**config.mk**
```make
export PLATFORM = sky130hd
export DESIGN_NAME = bios_time_of_day_formatter_top
export DESIGN_NICKNAME = d
export VERILOG_FILES = /design/src/rtl/botf_pkg.sv /design/src/rtl/botf_ticks.sv /design/src/rtl/bios_time_of_day_formatter_top.sv
export SDC_FILE = /design/constraint.sdc
export NUM_CORES = 2
export LEC_CHECK = 0
export BUFFER_PORTS_ARGS = -buffer_cell sky130_fd_sc_hd__buf_2
export CORE_ASPECT_RATIO = 1.2
export CORE_MARGIN = 4
export CORE_UTILIZATION = 50
export CTS_BUF_LIST = sky130_fd_sc_hd__clkbuf_16
export DETAILED_ROUTE_END_ITERATION = 10
export HOLD_SLACK_MARGIN = 0.02
export PLACE_DENSITY = 0.75
export SETUP_SLACK_MARGIN = 0.5
export SYNTH_ARGS = -nofsm -noshare
export SYNTH_HDL_FRONTEND = slang
export SYNTH_SLANG_ARGS = --single-unit
```
**constraint.sdc**
```tcl
create_clock -name clk -period 8.95 [get_ports clk]
set_input_delay 2.685 -clock clk [delete_from_list [all_inputs] [get_ports clk]]
set_output_delay 2.685 -clock clk [all_outputs]
set_load 0.005 [all_outputs]
```
**src/rtl/botf_pkg.sv**
```systemverilog
// Package for the BIOS time-of-day formatter: field widths, function codes,
// request kinds and the two-digit BCD helper. No dependencies.
`timescale 1ns / 1ps

package botf_pkg;

  localparam int unsigned TICKS_W = 22;  // 1573040 ticks per day, plus out-of-range headroom

  localparam logic [7:0] FN_TICKS     = 8'd0;
  localparam logic [7:0] FN_SET_TICKS = 8'd1;
  localparam logic [7:0] FN_TIME      = 8'd2;
  localparam logic [7:0] FN_SET_TIME  = 8'd3;
  localparam logic [7:0] FN_DATE      = 8'd4;
  localparam logic [7:0] FN_SET_DATE  = 8'd5;
  localparam logic [7:0] FN_SET_ALARM = 8'd6;
  localparam logic [7:0] FN_CLR_ALARM = 8'd7;

  typedef enum logic [2:0] {
    KIND_TICKS,
    KIND_TIME,
    KIND_DATE,
    KIND_REFUSE,
    KIND_NONE
  } kind_t;

  // Two packed BCD digits; values above 99 saturate to 99.
  function automatic logic [7:0] bcd2(input logic [6:0] v);
    logic [6:0]  s;
    logic [14:0] t;
    logic [3:0]  tens;
    logic [6:0]  ones;
    s    = (v > 7'd99) ? 7'd99 : v;
    t    = 15'(s) * 15'd205;  // floor(s / 10) = (s * 205) >> 11 for s < 100
    tens = t[14:11];
    ones = s - 7'(tens) * 7'd10;
    return {tens, ones[3:0]};
  endfunction

endpackage

```
**src/rtl/botf_ticks.sv**
```systemverilog
// Tick-count datapath: seconds since midnight and microseconds to 18.2 Hz ticks.
// Three register stages, constant reciprocal multiplies. Uses botf_pkg.
`timescale 1ns / 1ps

module botf_ticks import botf_pkg::*; (
  input  logic               clk,
  input  logic [4:0]         hour,
  input  logic [5:0]         minute,
  input  logic [5:0]         second,
  input  logic [19:0]        microsecond,
  output logic [TICKS_W-1:0] ticks
);

  // x / 1080 = (x >> 3) / 135; x / 10^7 = (x >> 7) / 78125
  localparam longint unsigned M135_FULL   = ((64'd1 << 37) + 64'd134) / 64'd135;
  localparam longint unsigned M78125_FULL = ((64'd1 << 38) + 64'd78124) / 64'd78125;
  localparam logic [29:0] M135   = 30'(M135_FULL);
  localparam logic [21:0] M78125 = 22'(M78125_FULL);

  logic [16:0] secs_r;
  logic [27:0] us182_r;
  logic [31:0] scaled_r;
  logic [42:0] frac_prod_r;
  logic [58:0] whole_prod_r;
  logic [4:0]  frac_r;

  always_ff @(posedge clk) begin
    // stage A
    secs_r  <= 17'(second) + 17'(minute) * 17'd60 + 17'(hour) * 17'd3600;
    us182_r <= 28'(microsecond) * 28'd182;
    // stage B
    scaled_r    <= 32'(secs_r) * 32'd19663;
    frac_prod_r <= 43'(us182_r[27:7]) * 43'(M78125);
    // stage C
    whole_prod_r <= 59'(scaled_r[31:3]) * 59'(M135);
    frac_r       <= frac_prod_r[42:38];
  end

  assign ticks = whole_prod_r[58:37] + TICKS_W'(frac_r);

endmodule

```
**src/rtl/bios_time_of_day_formatter_top.sv**
```systemverilog
// Top level of the BIOS time-of-day formatter (INT 1Ah functions 0, 2, 4).
// Uses botf_pkg and botf_ticks.
`timescale 1ns / 1ps
//
//  channel   handshake          payload
//  request   start / busy       in_cmd, in_hour ... in_weekday
//  result    out_valid strobe   out_cx_word ... out_carry
//
// A request taken with start passes the stage-1, stage-2, stage-3 and output
// registers before its result strobe. One request per cycle, busy is always low.
// Reset (rst_n low, synchronous) flushes the valid bits; requests in flight
// are dropped. Results cannot be held off, so the pipeline never stalls.

module bios_time_of_day_formatter_top import botf_pkg::*; (
  input  logic        clk,
  input  logic        rst_n,
  input  logic        start,
  output logic        busy,
  input  logic [7:0]  in_cmd,
  input  logic [4:0]  in_hour,
  input  logic [5:0]  in_minute,
  input  logic [5:0]  in_second,
  input  logic [19:0] in_microsecond,
  input  logic [7:0]  in_years_since_1900,
  input  logic [3:0]  in_month_index,
  input  logic [4:0]  in_day_of_month,
  input  logic [2:0]  in_weekday,
  output logic        out_valid,
  output logic [15:0] out_cx_word,
  output logic [15:0] out_dx_word,
  output logic [7:0]  out_al_byte,
  output logic        out_al_written,
  output logic        out_words_written,
  output logic        out_carry
);

  localparam logic [16:0] M625 = 17'd107375;  // ceil(2^26 / 625)

  logic [TICKS_W-1:0] ticks;

  logic [3:0] vld_r;
  kind_t      kind1_r, kind2_r, kind3_r;
  logic [15:0] cx1_r, cx2_r, cx3_r;
  logic [7:0]  dxh1_r, dxh2_r, dxh3_r;
  logic [7:0]  dxl1_r, dxl2_r, dxl3_r;
  logic [7:0]  al1_r, al2_r, al3_r;
  logic [32:0] hprod_r;
  logic [6:0]  hund_r;

  kind_t       kind_nxt;
  logic [15:0] cx_nxt;
  logic [7:0]  dxh_nxt, dxl_nxt, al_nxt;
  logic [1:0]  cent;
  logic [7:0]  yr_mod;

  logic [15:0] cx_out_nxt, dx_out_nxt;
  logic [7:0]  al_out_nxt;
  logic        alw_nxt, ww_nxt, cy_nxt;
  logic [15:0] out_cx_r, out_dx_r;
  logic [7:0]  out_al_r;
  logic        out_alw_r, out_ww_r, out_cy_r;

  assign busy = 1'b0;

  botf_ticks u_ticks (
    .clk         (clk),
    .hour        (in_hour),
    .minute      (in_minute),
    .second      (in_second),
    .microsecond (in_microsecond),
    .ticks       (ticks)
  );

  // stage 1 decode and BCD of the direct fields
  always_comb begin
    cent   = (in_years_since_1900 >= 8'd200) ? 2'd2 :
             (in_years_since_1900 >= 8'd100) ? 2'd1 : 2'd0;
    yr_mod = in_years_since_1900 - 8'(cent) * 8'd100;
    cx_nxt  = '0;
    dxh_nxt = '0;
    dxl_nxt = '0;
    al_nxt  = '0;
    unique case (in_cmd) inside
      FN_TICKS: kind_nxt = KIND_TICKS;
      FN_TIME: begin
        kind_nxt = KIND_TIME;
        cx_nxt   = {bcd2(7'(in_hour)), bcd2(7'(in_minute))};
        dxh_nxt  = bcd2(7'(in_second));
      end
      FN_DATE: begin
        kind_nxt = KIND_DATE;
        cx_nxt   = {bcd2(7'd19 + 7'(cent)), bcd2(yr_mod[6:0])};
        dxh_nxt  = bcd2(7'(in_month_index) + 7'd1);
        dxl_nxt  = bcd2(7'(in_day_of_month));
        al_nxt   = 8'(in_weekday);
      end
      FN_SET_TICKS, FN_SET_TIME, FN_SET_DATE, FN_SET_ALARM, FN_CLR_ALARM:
        kind_nxt = KIND_REFUSE;
      default: kind_nxt = KIND_NONE;
    endcase
  end

  always_ff @(posedge clk) begin
    if (!rst_n) begin
      vld_r <= '0;
    end else begin
      vld_r <= {vld_r[2:0], start & ~busy};
    end
  end

  always_ff @(posedge clk) begin
    kind1_r <= kind_nxt;
    cx1_r   <= cx_nxt;
    dxh1_r  <= dxh_nxt;
    dxl1_r  <= dxl_nxt;
    al1_r   <= al_nxt;
    // hundredths = usec / 10000 = (usec >> 4) / 625
    hprod_r <= 33'(in_microsecond[19:4]) * 33'(M625);

    kind2_r <= kind1_r;
    cx2_r   <= cx1_r;
    dxh2_r  <= dxh1_r;
    dxl2_r  <= dxl1_r;
    al2_r   <= al1_r;
    hund_r  <= hprod_r[32:26];

    kind3_r <= kind2_r;
    cx3_r   <= cx2_r;
    dxh3_r  <= dxh2_r;
    dxl3_r  <= (kind2_r == KIND_TIME) ? bcd2(hund_r) : dxl2_r;
    al3_r   <= al2_r;
  end

  // stage 4: merge with the tick datapath
  always_comb begin
    cx_out_nxt = '0;
    dx_out_nxt = '0;
    al_out_nxt = '0;
    alw_nxt    = 1'b0;
    ww_nxt     = 1'b0;
    cy_nxt     = 1'b0;
    unique case (kind3_r)
      KIND_TICKS: begin
        cx_out_nxt = 16'(ticks[TICKS_W-1:16]);
        dx_out_nxt = ticks[15:0];
        alw_nxt    = 1'b1;
        ww_nxt     = 1'b1;
      end
      KIND_TIME: begin
        cx_out_nxt = cx3_r;
        dx_out_nxt = {dxh3_r, dxl3_r};
        ww_nxt     = 1'b1;
      end
      KIND_DATE: begin
        cx_out_nxt = cx3_r;
        dx_out_nxt = {dxh3_r, dxl3_r};
        al_out_nxt = al3_r;
        alw_nxt    = 1'b1;
        ww_nxt     = 1'b1;
      end
      KIND_REFUSE: cy_nxt = 1'b1;
      default: ;
    endcase
  end

  always_ff @(posedge clk) begin
    out_cx_r  <= cx_out_nxt;
    out_dx_r  <= dx_out_nxt;
    out_al_r  <= al_out_nxt;
    out_alw_r <= alw_nxt;
    out_ww_r  <= ww_nxt;
    out_cy_r  <= cy_nxt;
  end

  assign out_valid         = vld_r[3];
  assign out_cx_word       = out_cx_r;
  assign out_dx_word       = out_dx_r;
  assign out_al_byte       = out_al_r;
  assign out_al_written    = out_alw_r;
  assign out_words_written = out_ww_r;
  assign out_carry         = out_cy_r;

endmodule
```
==> metrics.txt <==
Fillers 8326; CTS tree done; Layout Cell Area excl Fill about 51000 um2; relative slew slack 42.0%; total CTS buffers 28; number of placed I/O pins roughly 110; Avg Inst Size Synth ~11 um2; initial antenna violation count 5; drt first pass iters 5; area of the core about 96000 um2; share of cells above drive strength 1 under 10%; clock period minus worst slack 8.18 ns; HPWL after detailed placement 92400 um; CTS Root Buffer Type clkbuf_16; stage delay of the slowest cell on the critical path 0.53 ns; IO Port Bufs 104; last weighted congestion value of the routability-driven placer about 0.95; Total Die Area just over 100000 um2; clock sink count roughly 260; number of enable flip-flop cells after synthesis 0; start-to-end type of the worst setup path in -> reg; Clock Skews between 0.04 and 0.05 ns; number of cells on the worst hold path 0; Post-Synthesis Cells around 4600; type of the tightest min-delay check reg -> reg; DRT antenna net count 0; clock latency on the worst-skew pair 0.60 ns; max capacitance violation total 0; WP data required around 9.4 ns; GRT Max-Usage Layer met2; Max Clk Rate around 0.12 GHz; CP max-delay cell fa_1; DRC violations left 0; largest net degree at the start of global routing 31; number of nets in the layout 6775; fraction of the yosys area taken by sequential cells a little over a tenth; startpoint types primary input; ys async rst share 0%; met3 routing resource usage after global routing about 3.8%; setup TNS 0 ns; met2 track utilization from global routing 37.3%; worst-margin pin slew around 0.86 ns; number of slew-limit violations in the final report 0; gr ovfl total 0; vias after detailed routing roughly 31000; sum of routed wire length over all layers 103000 um; number of warning messages in the yosys log 0; count of unique library cells instantiated by Yosys 69; via density per instance a little over 5; Hold Vio Cnt, Final 0; worst-case clock buffer depth 3; row cnt 124; Starting DRT DRC Count roughly 1200; wire length per cell after detailed routing 17.3 um; met1 track utilization from global routing 26.7%; placed inst area between 50000 and 60000 um2; data arrival time of the worst path 8.63 ns; GRT Resource Usage Total 21.2%; cell area after synthesis between 40000 and 50000 um2; total of endpoints with negative setup slack in the final report 0; Area growth syn-to-layout 6.72%; Final Cycle Share between 90% and 100%; length in cells of the worst reg-to-reg path 26; effective utilization at floorplan between 50% and 60%; unrepaired setup endpoints after global routing false; CP endpoint kind flop; run status completed; #FFs+latches synth about 260; largest fanout on the critical path 4; maximum level of the CTS H-tree 1; die height ~350 um; global-route wire length before repair approximately 170000 um; register clock-pin slew on the reported worst setup and hold paths roughly 0.060 ns; vias in the first global route approximately 34000; width of the die 292 um; hold_ws ~0.3 ns; Top FF cell, synth dfxtp_1
==> synthesized netlist by cell type, types with 9 or more instances <==
| master | instances | area share (%) |
|---|---|---|
| nand3_1 | 33 | 0.34 |
| a21o_1 | 61 | 0.95 |
| and3_1 | 18 | 0.23 |
| inv_1 | 1305 | 10 |
| o21bai_1 | 21 | 0.33 |
| clkbuf_1 | 12 | 0.093 |
| nand2b_1 | 11 | 0.14 |
| fa_1 | 911 | 38 |
| nor2_1 | 108 | 0.84 |
| a21oi_1 | 117 | 1.2 |
| o22ai_1 | 9 | 0.12 |
| dfxtp_1 | 257 | 11 |
| ha_1 | 1098 | 28 |
| xor2_1 | 56 | 1.0 |
| xnor2_1 | 125 | 2.3 |
| nor3_1 | 28 | 0.29 |
| o21ai_0 | 75 | 0.78 |
| o21a_1 | 22 | 0.34 |
| nor2b_1 | 19 | 0.25 |
| or2_2 | 14 | 0.18 |
| nand2_1 | 77 | 0.60 |
| nand4_1 | 21 | 0.27 |
| and2_1 | 28 | 0.36 |
==> cells by family after synthesis <==
family | share of synthesized area, %
AND/OR/NAND/NOR | 3.93
adder cells (fa/ha/maj) | 66.3
multiplexers | 0.111
buffers and inverters | 10.4
flip-flops | 10.7
XOR/XNOR | 3.29
other | 0.00777
AO/OA/AOI/OAI | 5.37
==> layout make-up <==
class,count,area [um2],share of cell area (%)
Antenna cell,4,10.0,0.0194
Multi-Input combinational cell,2984,38200,74.2
Timing Repair Buffer,122,656,1.27
Clock buffer,28,701,1.36
Inverter,1305,4900,9.51
Clock inverter,22,279,0.542
Sequential cell,257,5140,9.99
Tap cell,1260,1580,3.06
==> worst paths after layout <==
path	slack [ns]	from	end
hold reg to reg	0.29	dxh1_r[3]	dxh2_r[3]
hold / removal	0.29	dxh1_r[3]	dxh2_r[3]
setup reg to reg	0.82	u_ticks.scaled_r[12]	u_ticks.whole_prod_r[57]
setup / recovery	0.77	in_years_since_1900[3]	cx1_r[3]
==> cells in the final DEF, fill, tap and decap left out, types with 22 or more instances in the layout <==
cell type | Yosys | routed
a21o_1 | 61 | 61
a21oi_1 | 117 | 114
and2_1 | 28 | 27
buf_2 | 0 | 104
clkbuf_16 | 0 | 28
dfxtp_1 | 257 | 257
fa_1 | 911 | 909
ha_1 | 1098 | 1096
inv_1 | 1305 | 1306
nand2_1 | 77 | 76
nand3_1 | 33 | 33
nor2_1 | 108 | 106
nor3_1 | 28 | 28
o21a_1 | 22 | 22
o21ai_0 | 75 | 74
xnor2_1 | 125 | 123
xor2_1 | 56 | 55
==> per-layer routing <==
layer  vias up  part of all wire, %
met3       184                  5.9
met5         -                0.032
met2       653                   50
met1     15300                   41
li1      14500                    -
met4         4                  3.6
==> through the flow <==
| stage | utilization, % | cells | setup WS [ns] |
|---|---|---|---|
| detailed placement | 52.8 | 5927 | 0.0794 |
| floorplan | - | 4566 | 0.523 |
| CTS | 53.9 | 5977 | 0.711 |
| global route | 53.9 | 5978 | 0.442 |
| finish | 53.9 | 5982 | 0.770 |
| global placement | 52.8 | 5927 | 0.169 |
==> registers in the layout (all words and copies together) (netlist names), 4 cells and up <==
signal and cells:
cx1_r 14, cx2_r 14, cx3_r 14, dxh1_r 8, dxh2_r 8, dxh3_r 8
dxl1_r 6, dxl2_r 6, dxl3_r 8, hprod_r 7, hund_r 7, out_cx_word 14
out_dx_word 16, u_ticks.frac_prod_r 5, u_ticks.frac_r 5, u_ticks.scaled_r 29, u_ticks.secs_r 17, u_ticks.us182_r 21
u_ticks.whole_prod_r 22, vld_r 4
==> worst max-delay path, delay by kind of cell <==
kind / cells / cell delay (ns)
fa+ha+maj: 9 / 2.89
compound gates: 7 / 1.03
simple gates: 7 / 0.84
xor+xnor: 5 / 0.83
buf+inv: 5 / 0.33
==> timing repair <==
item,in CTS,in global routing
setup endpoints to repair,0,1
setup buffers,0,1
hold buffers,0,0
resized for setup,0,1
Power is left out: the tool's default activity adds up to more than one toggle a clock period on the data nets, which glitch-free logic cannot reach.
